==> src/sv/qubit_gate_state_update_top_defines.svh <==
// Assertion macros shared by the qubit gate state update block
`ifndef QUBIT_GATE_STATE_UPDATE_TOP_DEFINES_SVH
`define QUBIT_GATE_STATE_UPDATE_TOP_DEFINES_SVH

// Same-cycle implication, sampled on clk_i, off during reset
`define QGSU_ASSERT_NOW(label, ante, cons) \
  label: assert property (@(posedge clk_i) disable iff (!rst_ni) (ante) |-> (cons)) \
    else $error("qgsu assertion failed");

// Next-cycle implication, sampled on clk_i, off during reset
`define QGSU_ASSERT_NEXT(label, ante, cons) \
  label: assert property (@(posedge clk_i) disable iff (!rst_ni) (ante) |=> (cons)) \
    else $error("qgsu assertion failed");

`endif

==> src/sv/qgsu_pkg.sv <==
// Shared types and constants of the qubit gate state update block
package qgsu_pkg;

  localparam int MaxQubitsDef    = 10;
  localparam int FractionBitsDef = 14;
  localparam int DataW    = 16;
  localparam int KindW    = 3;
  localparam int CoefIdxW = 5;
  localparam int AmpIdxW  = 10;
  localparam int QubitW   = 4;
  localparam int CfgW     = 4;
  localparam int StatusW  = 2;

  localparam logic [CfgW-1:0] QubitsReset = 4'd10;

  localparam logic [StatusW-1:0] StatusOk       = 2'd0;
  localparam logic [StatusW-1:0] StatusBadQubit = 2'd1;
  localparam logic [StatusW-1:0] StatusBadIndex = 2'd2;

  typedef enum logic [KindW-1:0] {
    KindLoadCoef = 3'd0,
    KindWriteAmp = 3'd1,
    KindReadAmp  = 3'd2,
    KindGate2    = 3'd3,
    KindGate1    = 3'd4
  } kind_e;

  typedef struct packed {
    logic       load_in;
    logic       mat_wr;
    logic       amp_wr_in;
    logic       rd_in;
    logic       rd_grp;
    logic       cap_vec;
    logic       cap_res;
    logic       mul;
    logic       acc;
    logic       wr_row;
    logic       grp_first;
    logic       grp_next;
    logic [1:0] row;
    logic [1:0] col;
  } cmd_t;

  typedef struct packed {
    logic [KindW-1:0] kind;
    logic             idx_bad;
    logic             qubit_bad;
    logic             grp_last;
  } stat_t;

endpackage

==> src/sv/qgsu_ctrl.sv <==
// Controller: sequences item decode, memory reads, MAC steps, write-back and result hand-off
module qgsu_ctrl (
  input  logic            clk_i,
  input  logic            rst_ni,
  input  logic            in_valid_i,
  output logic            in_ready_o,
  output logic            out_valid_o,
  input  logic            out_ready_i,
  output logic            out_load_o,
  output qgsu_pkg::cmd_t  cmd_o,
  input  qgsu_pkg::stat_t stat_i
);

  typedef enum logic [8:0] {
    StIdle  = 9'b000000001,
    StDec   = 9'b000000010,
    StRdCap = 9'b000000100,
    StGrd   = 9'b000001000,
    StGcap  = 9'b000010000,
    StMul   = 9'b000100000,
    StAcc   = 9'b001000000,
    StWr    = 9'b010000000,
    StDone  = 9'b100000000
  } state_e;

  state_e     state_q, state_d;
  logic [1:0] row_q, row_d, col_q, col_d;
  logic       out_valid_q, out_valid_d;
  logic [1:0] last;

  assign last = (stat_i.kind == qgsu_pkg::KindGate1) ? 2'd1 : 2'd3;

  always_comb begin
    state_d     = state_q;
    row_d       = row_q;
    col_d       = col_q;
    cmd_o       = '0;
    in_ready_o  = 1'b0;
    out_load_o  = 1'b0;
    cmd_o.row   = row_q;
    cmd_o.col   = col_q;

    unique case (state_q)
      StIdle: begin
        in_ready_o = 1'b1;
        if (in_valid_i) begin
          cmd_o.load_in = 1'b1;
          state_d       = StDec;
        end
      end
      StDec: begin
        state_d = StDone;
        unique case (stat_i.kind)
          qgsu_pkg::KindLoadCoef: cmd_o.mat_wr = 1'b1;
          qgsu_pkg::KindWriteAmp: cmd_o.amp_wr_in = !stat_i.idx_bad;
          qgsu_pkg::KindReadAmp: begin
            if (!stat_i.idx_bad) begin
              cmd_o.rd_in = 1'b1;
              state_d     = StRdCap;
            end
          end
          qgsu_pkg::KindGate2,
          qgsu_pkg::KindGate1: begin
            if (!(stat_i.kind == qgsu_pkg::KindGate2 && stat_i.qubit_bad)) begin
              cmd_o.grp_first = 1'b1;
              col_d           = 2'd0;
              state_d         = StGrd;
            end
          end
          default: state_d = StDone;
        endcase
      end
      StRdCap: begin
        cmd_o.cap_res = 1'b1;
        state_d       = StDone;
      end
      StGrd: begin
        cmd_o.rd_grp = 1'b1;
        state_d      = StGcap;
      end
      StGcap: begin
        cmd_o.cap_vec = 1'b1;
        if (col_q == last) begin
          row_d   = 2'd0;
          col_d   = 2'd0;
          state_d = StMul;
        end else begin
          col_d   = col_q + 2'd1;
          state_d = StGrd;
        end
      end
      StMul: begin
        cmd_o.mul = 1'b1;
        state_d   = StAcc;
      end
      StAcc: begin
        cmd_o.acc = 1'b1;
        if (col_q == last) begin
          state_d = StWr;
        end else begin
          col_d   = col_q + 2'd1;
          state_d = StMul;
        end
      end
      StWr: begin
        cmd_o.wr_row = 1'b1;
        col_d        = 2'd0;
        if (row_q != last) begin
          row_d   = row_q + 2'd1;
          state_d = StMul;
        end else if (stat_i.grp_last) begin
          state_d = StDone;
        end else begin
          cmd_o.grp_next = 1'b1;
          state_d        = StGrd;
        end
      end
      StDone: begin
        if (!out_valid_q || out_ready_i) begin
          out_load_o = 1'b1;
          state_d    = StIdle;
        end
      end
      default: state_d = StIdle;
    endcase
  end

  always_comb begin
    out_valid_d = out_valid_q;
    if (out_load_o) begin
      out_valid_d = 1'b1;
    end else if (out_ready_i) begin
      out_valid_d = 1'b0;
    end
  end

  assign out_valid_o = out_valid_q;

  always_ff @(posedge clk_i or negedge rst_ni) begin
    if (!rst_ni) begin
      state_q     <= StIdle;
      row_q       <= 2'd0;
      col_q       <= 2'd0;
      out_valid_q <= 1'b0;
    end else begin
      state_q     <= state_d;
      row_q       <= row_d;
      col_q       <= col_d;
      out_valid_q <= out_valid_d;
    end
  end

endmodule
==> config.mk <==
export PLATFORM = sky130hd
export DESIGN_NAME = qgsu_ctrl
export DESIGN_NICKNAME = d
export VERILOG_FILES = /design/src/sv/qubit_gate_state_update_top_defines.svh /design/src/sv/qgsu_pkg.sv /design/src/sv/qgsu_ctrl.sv
export SDC_FILE = /design/constraint.sdc
export NUM_CORES = 1
export LEC_CHECK = 0
export ABC_AREA = 1
export BUFFER_PORTS_ARGS = -buffer_cell sky130_fd_sc_hd__buf_2
export CORE_MARGIN = 2
export CORE_UTILIZATION = 46
export CTS_CLUSTER_SIZE = 12
export DETAILED_ROUTE_END_ITERATION = 6
export HOLD_SLACK_MARGIN = 0.02
export PLACE_DENSITY = 0.74
export SYNTH_ARGS = -nofsm -noshare
export SYNTH_HDL_FRONTEND = slang
export SYNTH_SLANG_ARGS = --single-unit
==> constraint.sdc <==
create_clock -name clk_i -period 1.2 [get_ports clk_i]
set_input_delay 0.24 -clock clk_i [delete_from_list [all_inputs] [get_ports clk_i]]
set_output_delay 0.24 -clock clk_i [all_outputs]
set_load 0.01 [all_outputs]
After elaboration in Yosys (flattened, before gate mapping)
Cells that the tools add are included.
{ "op_classes": {"n_mux": 43, "order_cmp": 0, "addsub": 2, "shift": 0, "reduce_logical": 12, "n_mul": 0, "n_div": 0, "eq_ne": 22, "bitwise_logic": 0} }
{ "ops": {"columns": ["operator", "count"], "rows": [
  ["9-bit one-hot mux with 9 select lines", 1],
  ["9-bit two-way mux", 6],
  ["1-bit two-way mux", 23],
  ["9-bit one-hot mux with 2 select lines", 1],
  ["2-bit two-way mux", 7],
  ["2-bit != test (second input constant)", 6],
  ["9-bit by 1-bit == test with 1-bit output (second input constant)", 1],
  ["9-bit by 2-bit == test with 1-bit output (second input constant)", 1],
  ["9-bit by 3-bit == test with 1-bit output (second input constant)", 1],
  ["9-bit by 4-bit == test with 1-bit output (second input constant)", 1],
  ["9-bit by 5-bit == test with 1-bit output (second input constant)", 1],
  ["9-bit by 6-bit == test with 1-bit output (second input constant)", 1],
  ["9-bit by 7-bit == test with 1-bit output (second input constant)", 1],
  ["9-bit by 8-bit == test with 1-bit output (second input constant)", 1],
  ["9-bit == test (second input constant)", 1],
  ["8-bit two-way mux", 1],
  ["2-bit one-hot mux with 4 select lines", 1],
  ["3-bit by 2-bit == test with 1-bit output (second input constant)", 2],
  ["6-bit two-way mux", 1],
  ["2-bit by 1-bit adder with 2-bit output (second input constant)", 2],
  ["2-bit one-hot mux with 2 select lines", 1],
  ["4-bit AND reduction", 1],
  ["2-bit nonzero test", 2],
  ["4-bit nonzero test", 1],
  ["other kinds (13)", 14]
]} }
{ "word_totals": {"mem_count": 0, "rom_bits": 0, "elab_cells": 83, "ram_bits": 0, "ff_bits": 14, "latch_bits": 0} }

Longest topological paths before layout
{ "depth": {"depth_word": 5, "mapped_depth": 11, "ltp_nobuf": 11} }

Worst setup path after synthesis
Ideal clock, no wire load.
{ "synth_path": {"path_type": "flip-flop to output port", "from": "reg state_q[5]", "to": "out cmd_o[13] (netlist name)", "path_stages_with_launch": 6, "path_buffers": 0, "required_time_ps": 960, "arrival_time_ps": 1232, "slack_ps": -272, "path_cell_list": "dfrtp_1 nor2_1 nand3_4 nor2_4 inv_2 nor4_1"} }
{ "synth_lines": {"columns": ["element", "line_no", "rtl"], "rows": [
  ["start: declaration", "qgsu_ctrl.sv:26", "state_e state_q, state_d;"],
  ["start signal: assignment", "qgsu_ctrl.sv:141", "state_q <= StIdle;"],
  ["start signal: assignment", "qgsu_ctrl.sv:146", "state_q <= state_d;"],
  ["end: declaration", "qgsu_ctrl.sv:10", "output qgsu_pkg::cmd_t cmd_o,"]
]} }

==> impl_metrics.json <==
{
  "status": "complete, but fails checks",
  "violations": "setup timing",
  "fin_crit_ns": 1.97,
  "synthSimpleGateAreaFrac_pct": 50.0,
  "vias": 1603,
  "start_util_pct": 48.2,
  "coreArea_sq_um": 2210,
  "clk_pin_slew_ns": 0.10,
  "cp-end-kind": "output port",
  "multiInputGateArea_sq_um": 816,
  "dpl.cell_count": 250,
  "dpl_cell_area_sq_um": 1500,
  "firstDrtPassIters": 4,
  "layout-area-overhead-vs-synth_pct": 83.7,
  "crit_path_cell_trace": "inv_2, buf_4, nand2_1, nor2_1, nand2_1, inv_1, buf_2",
  "drv_cap": 0,
  "die_height_um": 52.1,
  "ys_seq_area_share_pct": 33.0,
  "netlist_area_sq_um": 1070,
  "drive_gt1_share_pct": 60.0,
  "gp_congestion": 0.830,
  "htreeDepth": 1,
  "ant_nets": 0,
  "via_per_inst": 5.87,
  "grt_start_max_net_pins": 15,
  "synthAdderAreaFrac_pct": 0,
  "regArea_sq_um": 353,
  "tightest_slew_ns": 0.374,
  "cts_tree": "done",
  "wirelength_mm": 4.94,
  "synth_warnings": 0,
  "final_area_sq_um": 1960,
  "synthCells": 165,
  "p_leak_nw": 1.05,
  "skew_ns": 0.00710,
  "dpl_worst_slack_ns": -0.338,
  "cp_slowest_cell": "dfrtp_1",
  "worst_ep_required_time_ns": 0.96,
  "fp.dieW_um": 52.1,
  "drc": 0,
  "fin_cells": 273,
  "tns_ns": -12.93,
  "hold_path.class": "in2reg",
  "hold_viol": 0,
  "first_global_vias": 1430,
  "synth_compound_area_share_pct": 4.11,
  "synth_mux_area_share_pct": 0,
  "rsz0062_at_grt": "yes",
  "dp_hpwl_mm": 2.39,
  "die-area_sq_um": 2720,
  "antenna_found_initial": 0,
  "synth_top_family_by_area": "simple AND/OR/NAND/NOR gates",
  "syn_avg_cell_area_sq_um": 6.46,
  "critPathKind": "reg2out",
  "diodes": 0,
  "nets": 256,
  "clock_latency_ns": 0.30,
  "num-fill-cells": 106,
  "grt.overflow.total": 0,
  "clockBufferDepth": 2,
  "track_usage_pct": 32.8,
  "ys_seq_elements": 14,
  "crit_top_cell": "nand2_1",
  "clock_sinks": 14,
  "fmax_ghz": 0.507,
  "min_period_over_period_pct": 164,
  "arrival_ns": 1.73,
  "cp-start-kind": "flip-flop",
  "powerDensity_nw_per_um2": 1550,
  "setup_viol": 29,
  "rows": 17,
  "io_buffers": 28,
  "wl_per_cell_um": 18.1,
  "synthXorXnorAreaFrac_pct": 1.64,
  "drv_slew": 0,
  "detail_route.iter0.violations": 95,
  "synth_cell_type_count": 23,
  "grt_first_pass_wirelength_mm": 6.51,
  "path_max_fanout": 4,
  "cts_buffers": 3,
  "relSlewSlack_pct": 75.1,
  "fin_util_pct": 88.5,
  "crit_path_max_incr_delay_ns": 0.44,
  "syn_nets": 175,
  "finalWorstSetupSlack_ns": -0.773,
  "num_io_pins": 29,
  "vdd_drop_max_mv": 1.16,
  "cts-root-buf": "clkbuf_4"
}
metrics by stage:
| stage | hold WS, ns | total power, W |
|---|---|---|
| after floorplan | -0.0556 | 0.00132 |
| after global placement | 0.162 | 0.00185 |
| after detailed placement | 0.169 | 0.00189 |
| after CTS | 0.140 | 0.00261 |
| after global routing | 0.120 | 0.00313 |
| final | 0.120 | 0.00304 |
registers in the layout, summed over array words and instances (netlist names):
| register | flops |
|---|---|
| state_q | 9 |
| col_q | 2 |
| row_q | 2 |
| out_valid_o | 1 |
cell type report:
type	instances	area share, %
well taps	28	1.79
inverters	32	6.65
flip-flops and latches	14	18.0
repair buffers	76	30.0
clock buffers	4	1.85
multi-input cells	119	41.7
worst max-delay path: cells and delay by family (launching register included):
kind	cells	cell delay, ns
buffers and inverters	4	0.46
DFF	1	0.44
and+or+nand+nor	3	0.52
worst paths after layout:
kind                       cells past startpoint                     from  slack (ns)                 endpoint
setup / recovery                               7   state_q[5]$_DFFE_PN0P_       -0.77                cmd_o[10]
hold / removal                                 2              out_ready_i        0.12  out_valid_o$_DFFE_PN0P_
setup reg to reg                              12   state_q[2]$_DFFE_PN0P_       -0.53     col_q[0]$_DFFE_PN0P_
hold reg to reg                                2  out_valid_o$_DFFE_PN0P_        0.57  out_valid_o$_DFFE_PN0P_
max in group asynchronous                      2                   rst_ni        0.50   state_q[0]$_DFFE_PN1P_
min in group asynchronous                      2                   rst_ni        0.39   state_q[8]$_DFFE_PN0P_
synth_stat cells (all sizes together):
library cell | n | share of area, %
nand2 | 44 | 17
nor2 | 36 | 16
inv | 32 | 11
nand3 | 20 | 12
dfrtp | 13 | 31
nand4 | 4 | 2.3
nor3 | 3 | 1.4
o21ai | 3 | 1.4
nor4 | 2 | 1.2
xor2 | 2 | 1.6
a21boi | 1 | 0.70
a21oi | 1 | 0.47
dfstp | 1 | 2.5
nand3b | 1 | 0.70
o2111ai | 1 | 0.82
o211ai | 1 | 0.70
cells in the final DEF, fill, tap and decap left out:
cell type and n:
a21boi_1 1, a21oi_1 1, buf_2 21, buf_4 36, buf_6 18, clkbuf_4 3, clkbuf_8 1, dfrtp_1 12
dfrtp_2 1, dfstp_2 1, dlygate4sd3_1 1, inv_1 17, inv_2 13, inv_4 1, inv_8 1, nand2_1 28
nand2_2 9, nand2_4 7, nand3_1 12, nand3_2 6, nand3_4 2, nand3b_1 1, nand4_1 4, nor2_1 15
nor2_2 11, nor2_4 10, nor3_2 1, nor3_4 2, nor4_4 2, o2111ai_1 1, o211ai_1 1, o21ai_1 2
o21ai_2 1, xor2_1 2
logic make-up (layout without fill, tap and decap cells):
logic type,Yosys count,in the layout
flip-flops,14,14
buffers and inverters,32,112
AND/OR/NAND/NOR,110,110
AO/OA/AOI/OAI,7,7
XOR/XNOR,2,2
metal layers:
layer / vias to the layer above / wire length [um] / GRT usage (%) / share of wire [%]
met3: 41 / 473 / 3.16 / 9.6
met1: 736 / 1700 / 42.6 / 34
met2: 150 / 2470 / 55.1 / 50
met4: 0 / 294 / 14.5 / 5.9
li1: 676 / - / - / -
met5: - / 0 / 0 / 0
where the power goes:
group / switching, W / internal [W] / leakage, nW
clock network: 0.000194 / 0.000185 / 0.0210
registers: 0.000117 / 0.000581 / 0.179
logic: 0.00109 / 0.000869 / 0.849
total: 0.00140 / 0.00164 / 1.05
timing repair:
item                       in CTS  in global routing
buffers inserted               11                 10
hold buffers                    1                  0
hold endpoints to repair       13                  0
pin swaps                       6                 13
setup endpoints to repair      29                 30
resized for setup              46                 35
No activity file was read; power rests on OpenSTA's default activity.
